[src/design/mrda_pkg.sv]
// Shared types, widths and constants for the mixed-radix duration accumulator.
// No dependencies; every module of the block imports this package.
package mrda_pkg;

	// Width of the held year count; years wrap modulo 2**YEAR_BITS (range 8..48)
	localparam int YEAR_BITS = 32;

	// Port field widths
	localparam int OP_W    = 2;
	localparam int YEARS_W = 32;
	localparam int DAY_W   = 9;
	localparam int HOUR_W  = 5;
	localparam int MIN_W   = 6;
	localparam int SEC_W   = 6;
	localparam int TSEC_W  = 57;
	localparam int TDAY_W  = 41;
	localparam int HMS_W   = 17;

	// Operation codes
	localparam logic [OP_W-1:0] OP_LOAD = 2'd0;
	localparam logic [OP_W-1:0] OP_ADD  = 2'd1;
	localparam logic [OP_W-1:0] OP_SUB  = 2'd2;

	// Radix constants
	localparam int DAYS_PER_YEAR = 365;
	localparam int HOURS_PER_DAY = 24;
	localparam int UNITS_60      = 60;
	localparam int SEC_PER_HOUR  = 3600;
	localparam int SEC_PER_DAY   = 86400;

	// One duration in mixed-radix form
	typedef struct packed {
		logic [YEAR_BITS-1:0] years;
		logic [DAY_W-1:0]     days;
		logic [HOUR_W-1:0]    hours;
		logic [MIN_W-1:0]     minutes;
		logic [SEC_W-1:0]     seconds;
	} dur_t;

endpackage

[src/design/mrda_step.sv]
// Held duration register and the load / add-with-carry / subtract-with-borrow update.
// Depends on mrda_pkg (dur_t, op codes, radix constants).
module mrda_step
	import mrda_pkg::*;
(
	input  logic            clk,
	input  logic            arst_n,
	input  logic            upd,
	input  logic [OP_W-1:0] op,
	input  dur_t            operand,
	output dur_t            held
);

	dur_t held_q;
	dur_t sum;
	dur_t dif;
	dur_t nxt;

	logic [6:0] s_sum, m_sum;
	logic [5:0] h_sum;
	logic [9:0] d_sum;
	logic       c_s, c_m, c_h, c_d;

	logic [6:0] need_m;
	logic [5:0] need_h;
	logic [9:0] need_d;
	logic       b_s, b_m, b_h, b_d;

	// Add with carries, seconds up to years
	always_comb begin
		s_sum = 7'(held_q.seconds) + 7'(operand.seconds);
		c_s   = s_sum >= 7'(UNITS_60);
		sum.seconds = c_s ? SEC_W'(s_sum - 7'(UNITS_60)) : SEC_W'(s_sum);

		m_sum = 7'(held_q.minutes) + 7'(operand.minutes) + 7'(c_s);
		c_m   = m_sum >= 7'(UNITS_60);
		sum.minutes = c_m ? MIN_W'(m_sum - 7'(UNITS_60)) : MIN_W'(m_sum);

		h_sum = 6'(held_q.hours) + 6'(operand.hours) + 6'(c_m);
		c_h   = h_sum >= 6'(HOURS_PER_DAY);
		sum.hours = c_h ? HOUR_W'(h_sum - 6'(HOURS_PER_DAY)) : HOUR_W'(h_sum);

		d_sum = 10'(held_q.days) + 10'(operand.days) + 10'(c_h);
		c_d   = d_sum >= 10'(DAYS_PER_YEAR);
		sum.days = c_d ? DAY_W'(d_sum - 10'(DAYS_PER_YEAR)) : DAY_W'(d_sum);

		sum.years = held_q.years + operand.years + YEAR_BITS'(c_d);
	end

	// Subtract with borrows
	always_comb begin
		b_s = held_q.seconds < operand.seconds;
		dif.seconds = b_s ? SEC_W'(7'(held_q.seconds) + 7'(UNITS_60) - 7'(operand.seconds))
		                  : SEC_W'(held_q.seconds - operand.seconds);

		need_m = 7'(operand.minutes) + 7'(b_s);
		b_m    = 7'(held_q.minutes) < need_m;
		dif.minutes = b_m ? MIN_W'(7'(held_q.minutes) + 7'(UNITS_60) - need_m)
		                  : MIN_W'(7'(held_q.minutes) - need_m);

		need_h = 6'(operand.hours) + 6'(b_m);
		b_h    = 6'(held_q.hours) < need_h;
		dif.hours = b_h ? HOUR_W'(6'(held_q.hours) + 6'(HOURS_PER_DAY) - need_h)
		                : HOUR_W'(6'(held_q.hours) - need_h);

		need_d = 10'(operand.days) + 10'(b_h);
		b_d    = 10'(held_q.days) < need_d;
		dif.days = b_d ? DAY_W'(10'(held_q.days) + 10'(DAYS_PER_YEAR) - need_d)
		               : DAY_W'(10'(held_q.days) - need_d);

		dif.years = held_q.years - operand.years - YEAR_BITS'(b_d);
	end

	always_comb begin
		case (op)
			OP_LOAD: nxt = operand;
			OP_ADD:  nxt = sum;
			OP_SUB:  nxt = dif;
			default: nxt = held_q;
		endcase
	end

	always_ff @(posedge clk or negedge arst_n) begin
		if (!arst_n) begin
			held_q <= '0;
		end else if (upd) begin
			held_q <= nxt;
		end
	end

	assign held = held_q;

endmodule

[src/design/mrda_totals.sv]
// Two-stage totals pipeline: days total and h/m/s seconds, then seconds total.
// Depends on mrda_pkg (dur_t, widths, radix constants).
module mrda_totals
	import mrda_pkg::*;
(
	input  logic                       clk,
	input  logic                       adv,
	input  dur_t                       held,
	output logic signed [YEARS_W-1:0]  now_years,
	output logic        [DAY_W-1:0]    now_days,
	output logic        [HOUR_W-1:0]   now_hours,
	output logic        [MIN_W-1:0]    now_minutes,
	output logic        [SEC_W-1:0]    now_seconds,
	output logic signed [TSEC_W-1:0]   total_seconds,
	output logic signed [TDAY_W-1:0]   total_days
);

	logic [TSEC_W-1:0]  ys_ext;
	logic [TSEC_W-1:0]  tday_s3;
	logic [HMS_W-1:0]   hms_s3;
	logic [YEARS_W-1:0] years_s3;
	logic [DAY_W-1:0]   days_s3;
	logic [HOUR_W-1:0]  hours_s3;
	logic [MIN_W-1:0]   minutes_s3;
	logic [SEC_W-1:0]   seconds_s3;

	// sign-extended year count, wrapped to the seconds total width
	assign ys_ext = TSEC_W'($signed(held.years));

	// years*365 + days kept at full seconds width so *86400 wraps correctly later
	always_ff @(posedge clk) begin
		if (adv) begin
			tday_s3    <= ys_ext * TSEC_W'(DAYS_PER_YEAR) + TSEC_W'(held.days);
			hms_s3     <= HMS_W'(held.hours) * HMS_W'(SEC_PER_HOUR)
			            + HMS_W'(held.minutes) * HMS_W'(UNITS_60)
			            + HMS_W'(held.seconds);
			years_s3   <= YEARS_W'($signed(held.years));
			days_s3    <= held.days;
			hours_s3   <= held.hours;
			minutes_s3 <= held.minutes;
			seconds_s3 <= held.seconds;
		end
	end

	always_ff @(posedge clk) begin
		if (adv) begin
			total_seconds <= $signed(tday_s3 * TSEC_W'(SEC_PER_DAY) + TSEC_W'(hms_s3));
			total_days    <= $signed(tday_s3[TDAY_W-1:0]);
			now_years     <= $signed(years_s3);
			now_days      <= days_s3;
			now_hours     <= hours_s3;
			now_minutes   <= minutes_s3;
			now_seconds   <= seconds_s3;
		end
	end

endmodule

[src/design/mixed_radix_duration_accumulator_top.sv]
// Mixed-radix duration accumulator, top level.
// Throughput: one request per cycle unless a stalled result holds the pipeline; the
// held-value update is a combinational carry loop into a single register.
// Reset: arst_n (async, active low) clears the held duration to zero and drops all valids.
// Depends on mrda_pkg, mrda_step, mrda_totals.
module mixed_radix_duration_accumulator_top
	import mrda_pkg::*;
(
	input  logic                      clk,
	input  logic                      arst_n,

	// request channel
	input  logic                      op_valid,
	output logic                      op_stall,
	input  logic [OP_W-1:0]           op,
	input  logic signed [YEARS_W-1:0] operand_years,
	input  logic [DAY_W-1:0]          operand_days,
	input  logic [HOUR_W-1:0]         operand_hours,
	input  logic [MIN_W-1:0]          operand_minutes,
	input  logic [SEC_W-1:0]          operand_seconds,

	// result channel
	output logic                      res_valid,
	input  logic                      res_stall,
	output logic signed [YEARS_W-1:0] now_years,
	output logic [DAY_W-1:0]          now_days,
	output logic [HOUR_W-1:0]         now_hours,
	output logic [MIN_W-1:0]          now_minutes,
	output logic [SEC_W-1:0]          now_seconds,
	output logic signed [TSEC_W-1:0]  total_seconds,
	output logic signed [TDAY_W-1:0]  total_days
);

	// Year operand is sign-extended or truncated to the held width
	localparam int EXT_W = (YEAR_BITS > YEARS_W) ? YEAR_BITS : YEARS_W;

	// Pipeline:
	//   s1     : request register, operand fields saturated to their legal range
	//   held_q : updated from s1 (load/add/sub); doubles as stage 2
	//   s3     : days total and h/m/s seconds
	//   s4     : output register (seconds total)
	// Everything moves together on adv; the only hold-off is a stalled result.

	logic       adv;
	logic       v1_q, v2_q, v3_q, v4_q;

	logic [OP_W-1:0]  op_s1;
	dur_t             opd_s1;
	logic [EXT_W-1:0] oy_ext;
	dur_t             held;

	assign adv      = !(v4_q && res_stall);
	assign op_stall = !adv;
	assign oy_ext   = EXT_W'(operand_years);

	// capture request, saturating out-of-range parts
	always_ff @(posedge clk) begin
		if (adv) begin
			op_s1        <= op;
			opd_s1.years <= oy_ext[YEAR_BITS-1:0];
			opd_s1.days  <= (operand_days > DAY_W'(DAYS_PER_YEAR - 1))
			              ? DAY_W'(DAYS_PER_YEAR - 1) : operand_days;
			opd_s1.hours <= (operand_hours > HOUR_W'(HOURS_PER_DAY - 1))
			              ? HOUR_W'(HOURS_PER_DAY - 1) : operand_hours;
			opd_s1.minutes <= (operand_minutes > MIN_W'(UNITS_60 - 1))
			                ? MIN_W'(UNITS_60 - 1) : operand_minutes;
			opd_s1.seconds <= (operand_seconds > SEC_W'(UNITS_60 - 1))
			                ? SEC_W'(UNITS_60 - 1) : operand_seconds;
		end
	end

	// stage valids
	always_ff @(posedge clk or negedge arst_n) begin
		if (!arst_n) begin
			v1_q <= 1'b0;
			v2_q <= 1'b0;
			v3_q <= 1'b0;
			v4_q <= 1'b0;
		end else if (adv) begin
			v1_q <= op_valid;
			v2_q <= v1_q;
			v3_q <= v2_q;
			v4_q <= v3_q;
		end
	end

	// held value moves exactly once per request, when it leaves s1
	mrda_step u_step (
		.clk     (clk),
		.arst_n  (arst_n),
		.upd     (adv && v1_q),
		.op      (op_s1),
		.operand (opd_s1),
		.held    (held)
	);

	// held_q is sampled by s3 on the same edge that may overwrite it,
	// so s3 always sees the value left by the request in stage 2
	mrda_totals u_totals (
		.clk           (clk),
		.adv           (adv),
		.held          (held),
		.now_years     (now_years),
		.now_days      (now_days),
		.now_hours     (now_hours),
		.now_minutes   (now_minutes),
		.now_seconds   (now_seconds),
		.total_seconds (total_seconds),
		.total_days    (total_days)
	);

	assign res_valid = v4_q;

endmodule

[config.mk]
export PLATFORM = sky130hd
export DESIGN_NAME = mixed_radix_duration_accumulator_top
export DESIGN_NICKNAME = d
export VERILOG_FILES = /design/src/design/mrda_pkg.sv /design/src/design/mrda_step.sv /design/src/design/mrda_totals.sv /design/src/design/mixed_radix_duration_accumulator_top.sv
export SDC_FILE = /design/constraint.sdc
export NUM_CORES = 2
export LEC_CHECK = 0
export BUFFER_PORTS_ARGS = -buffer_cell sky130_fd_sc_hd__buf_4
export CAP_MARGIN = 20
export CORE_MARGIN = 2
export CORE_UTILIZATION = 30
export DETAILED_ROUTE_END_ITERATION = 8
export GPL_ROUTABILITY_DRIVEN = 0
export PLACE_DENSITY = 0.53
export SLEW_MARGIN = 30
export SYNTH_ARGS = -nofsm -noshare
export SYNTH_HDL_FRONTEND = slang
export SYNTH_HIERARCHICAL = 1
export SYNTH_SLANG_ARGS = --single-unit
[constraint.sdc]
create_clock -name clk -period 10.6 [get_ports clk]
set_input_delay 2.12 -clock clk [delete_from_list [all_inputs] [get_ports clk]]
set_output_delay 2.12 -clock clk [all_outputs]
set_load 0.03 [all_outputs]
==> metrics.csv <==
stage,metric,value,unit
global_routing,Overflow after GRT,0,
drt,via count,27100,
synth,syn nets,4619,
floorplan,Starting Density,30.1,%
timing,Final Cycle Share,95.8,%
drt,drt pass-1 iters,7,
global_routing,first-pass GRT wire length,156,mm
timing,Final Setup Violations,0,
synth,Post-synth EDFFs,330,
timing,min Tclk post-route,10.15,ns
drt,Total Wirelength,100,mm
synth,area share of the largest cell type after synthesis,25.9,%
timing,worst-margin pin slew,0.913,ns
drt,1st-iter DRT viols,1563,
synth,yosys warns,6,
clock_tree,clk buf depth,3,
timing,max-slew violations,0,
synth,post-synthesis sequential area ratio,30.0,%
cells_and_area,share of cells above drive strength 1,11.5,%
place,IO Port Bufs,221,
synth,ys async rst share,15.8,%
clock_tree,CTS tree,built,
clock_tree,clk slew on worst S/H paths,0.06,ns
synth,Cells after Synth,3721,
critical_path,"slowest stage cell, crit path",or4_4,
cells_and_area,Finished Layout Cells,5667,
clock_tree,root buffer cell,clkbuf_16,
critical_path,crit-path most repeated cell,fa_1,
synth,Post-synth top flop,edfxtp_1,
critical_path,CP Class,flip-flop to flip-flop,
timing,Post-Route Skew,0.0379,ns
cells_and_area,diodes inserted,0,
clock_tree,TritonCTS Buffers,49,
clock_tree,clock sinks,392,
cells_and_area,layout filler cell count,12800,
critical_path,Worst Setup Start Kind,flip-flop,
floorplan,core area,0.127,mm²
critical_path,critical path arrival,10.66,ns
floorplan,row cnt,131,
drt,Routed Antenna Nets,0,
worst_hold_path,Worst Hold Class,flip-flop to flip-flop,
global_routing,Total GRT Usage,15.2,%
drt,post-DR vias/cell,4.78,
cells_and_area,"Net count, final",4865,
timing,Worst slew margin,38.9,%
synth,ranking of synthesized cells by area,"edfxtp_1, ha_1, fa_1",
critical_path,max incr delay on CP,0.46,ns
floorplan,I/O pin total,222,
global_routing,initial antenna violation count,4,
floorplan,Die Ht,361,µm
place,hpwl dp,77.9,mm
run,max_cap viols,0,
timing,endpoints failing hold,0,
run_status,status,completed,
synth,Mean Syn Cell Area,10.3,µm²
floorplan,die width,361,µm
clock_tree,clock latency on the worst-skew pair,0.64,ns
synth,Post-synth top cells,"inv_1, ha_1, edfxtp_1",
synth,Yosys top cell by area,edfxtp_1,
clock_tree,depth of the CTS H-tree,2,
critical_path,crit end category,flip-flop,
critical_path,Required @ worst endpoint,11.11,ns
timing,FMAX,0.0985,GHz
drt,wire length per cell,17.7,µm
floorplan,die area,0.130,mm²
synth,most frequent cell after synthesis,inv_1,
drt,Residual DRC,0,
place,Cells after DPL,5566,
clock_tree,CTS Hold Bufs,0,
critical_path,CP Max Fanout,4,
global_routing,largest net degree at the start of global routing,126,
global_routing,vias in the first global route,27700,
synth,Post-Syn Area,0.0382,mm²
cells_and_area,final core utilization,34.6,%
cells_and_area,area grow syn2layout,15.0,%
synth,Yosys cell types,105,
synth,post-synthesis register bit count,392,
state kept, by name (all words and copies together), names as in the netlist:
name	flops
u_totals/total_seconds	55
op_s1	2
u_totals/seconds_s3	4
res_valid	1
u_totals/now_days	9
opd_s1	58
v2_q	1
v3_q	1
u_step/held	58
u_totals/total_days	41
u_totals/years_s3	32
u_totals/minutes_s3	6
u_totals/now_seconds	6
u_totals/hms_s3	17
v1_q	1
u_totals/now_years	32
u_totals/now_hours	5
u_totals/tday_s3	43
u_totals/days_s3	9
u_totals/hours_s3	5
u_totals/now_minutes	6
critical path: cells and delay by family (launching register included):
family | cells | cell delay, ns
AOI/OAI and AO/OA | 21 | 4.06
xor gates and xnor gates | 2 | 0.37
adders and majority gates | 10 | 3.24
buffers and inverters | 3 | 0.34
DFF | 1 | 0.44
and+or+nand+nor | 12 | 1.57
cell usage in the layout (no fill, tap or decap), types with 51 or more instances in the layout:
master,count
nor3_1,51
inv_1,665
nand2_1,173
a21oi_1,196
nand3_1,66
ha_1,541
o21ai_0,144
a21o_1,86
xnor2_1,182
edfxtp_1,330
fa_1,286
xor2_1,81
buf_4,272
dfrtp_1,61
nor2_1,159
per-stage QoR:
step | hold WS (ns) | setup TNS (ns) | area (µm²) | worst slack, ns
2_1_floorplan | 0.400 | 0 | 38200 | 0.0839
3_3_place_gp | 0.402 | 0 | 42000 | 0.166
3_5_place_dp | 0.405 | -0.150 | 42000 | -0.110
4_1_cts | 0.417 | 0 | 43700 | 0.00545
5_1_grt | 0.420 | -0.183 | 44000 | -0.0681
6_report | 0.414 | 0 | 44000 | 0.450
final cells by class:
cell class,instances,area [µm²],share of cell area [%]
inverters,671,2520,5.73
clock inverters,34,408,0.928
well taps,1662,2080,4.73
flip-flops and latches,392,11500,26.1
clock buffers,55,1280,2.91
repair buffers,274,2070,4.72
multi-input cells,2579,24100,54.9
metal layers:
metal	up-vias	wire, µm	global-route usage [%]
met2	598	46800	25.4
met3	112	4320	2.17
met4	2	2320	3.88
li1	13300	-	-
met1	13000	47000	20.6
met5	-	13	0
worst paths after layout:
check | start | endpoint | slack [ns] | depth (start not counted)
max | u_step/held[1]$_DFFE_PN0P_ | u_step/held[54]$_DFFE_PN0P_ | 0.45 | 48
min | u_totals/hours_s3[2]$_DFFE_PP_ | u_totals/now_hours[2]$_DFFE_PP_ | 0.41 | 0
max reg2reg | u_step/held[1]$_DFFE_PN0P_ | u_step/held[54]$_DFFE_PN0P_ | 0.45 | 48
min reg2reg | u_totals/hours_s3[2]$_DFFE_PP_ | u_totals/now_hours[2]$_DFFE_PP_ | 0.41 | 0
max in group asynchronous | arst_n | u_step/held[1]$_DFFE_PN0P_ | 8.56 | 1
min in group asynchronous | arst_n | u_step/held[2]$_DFFE_PN0P_ | 1.52 | 1
cell families after synthesis:
kind of cell,Yosys count,synth area share (%)
adders and majority gates,834,33.0
AOI/OAI and AO/OA,799,14.2
buffers and inverters,750,7.47
and+or+nand+nor,654,8.59
DFF,392,30.0
xor gates and xnor gates,271,6.24
muxes,21,0.569
what timing repair did:
action,CTS,global route
buffers inserted,1,11
pin swaps,2,16
resized for setup,2,40
setup endpoints to repair,6,23
Power is left out: the tool's default activity adds up to more than one toggle a clock period on the data nets, which glitch-free logic cannot reach.
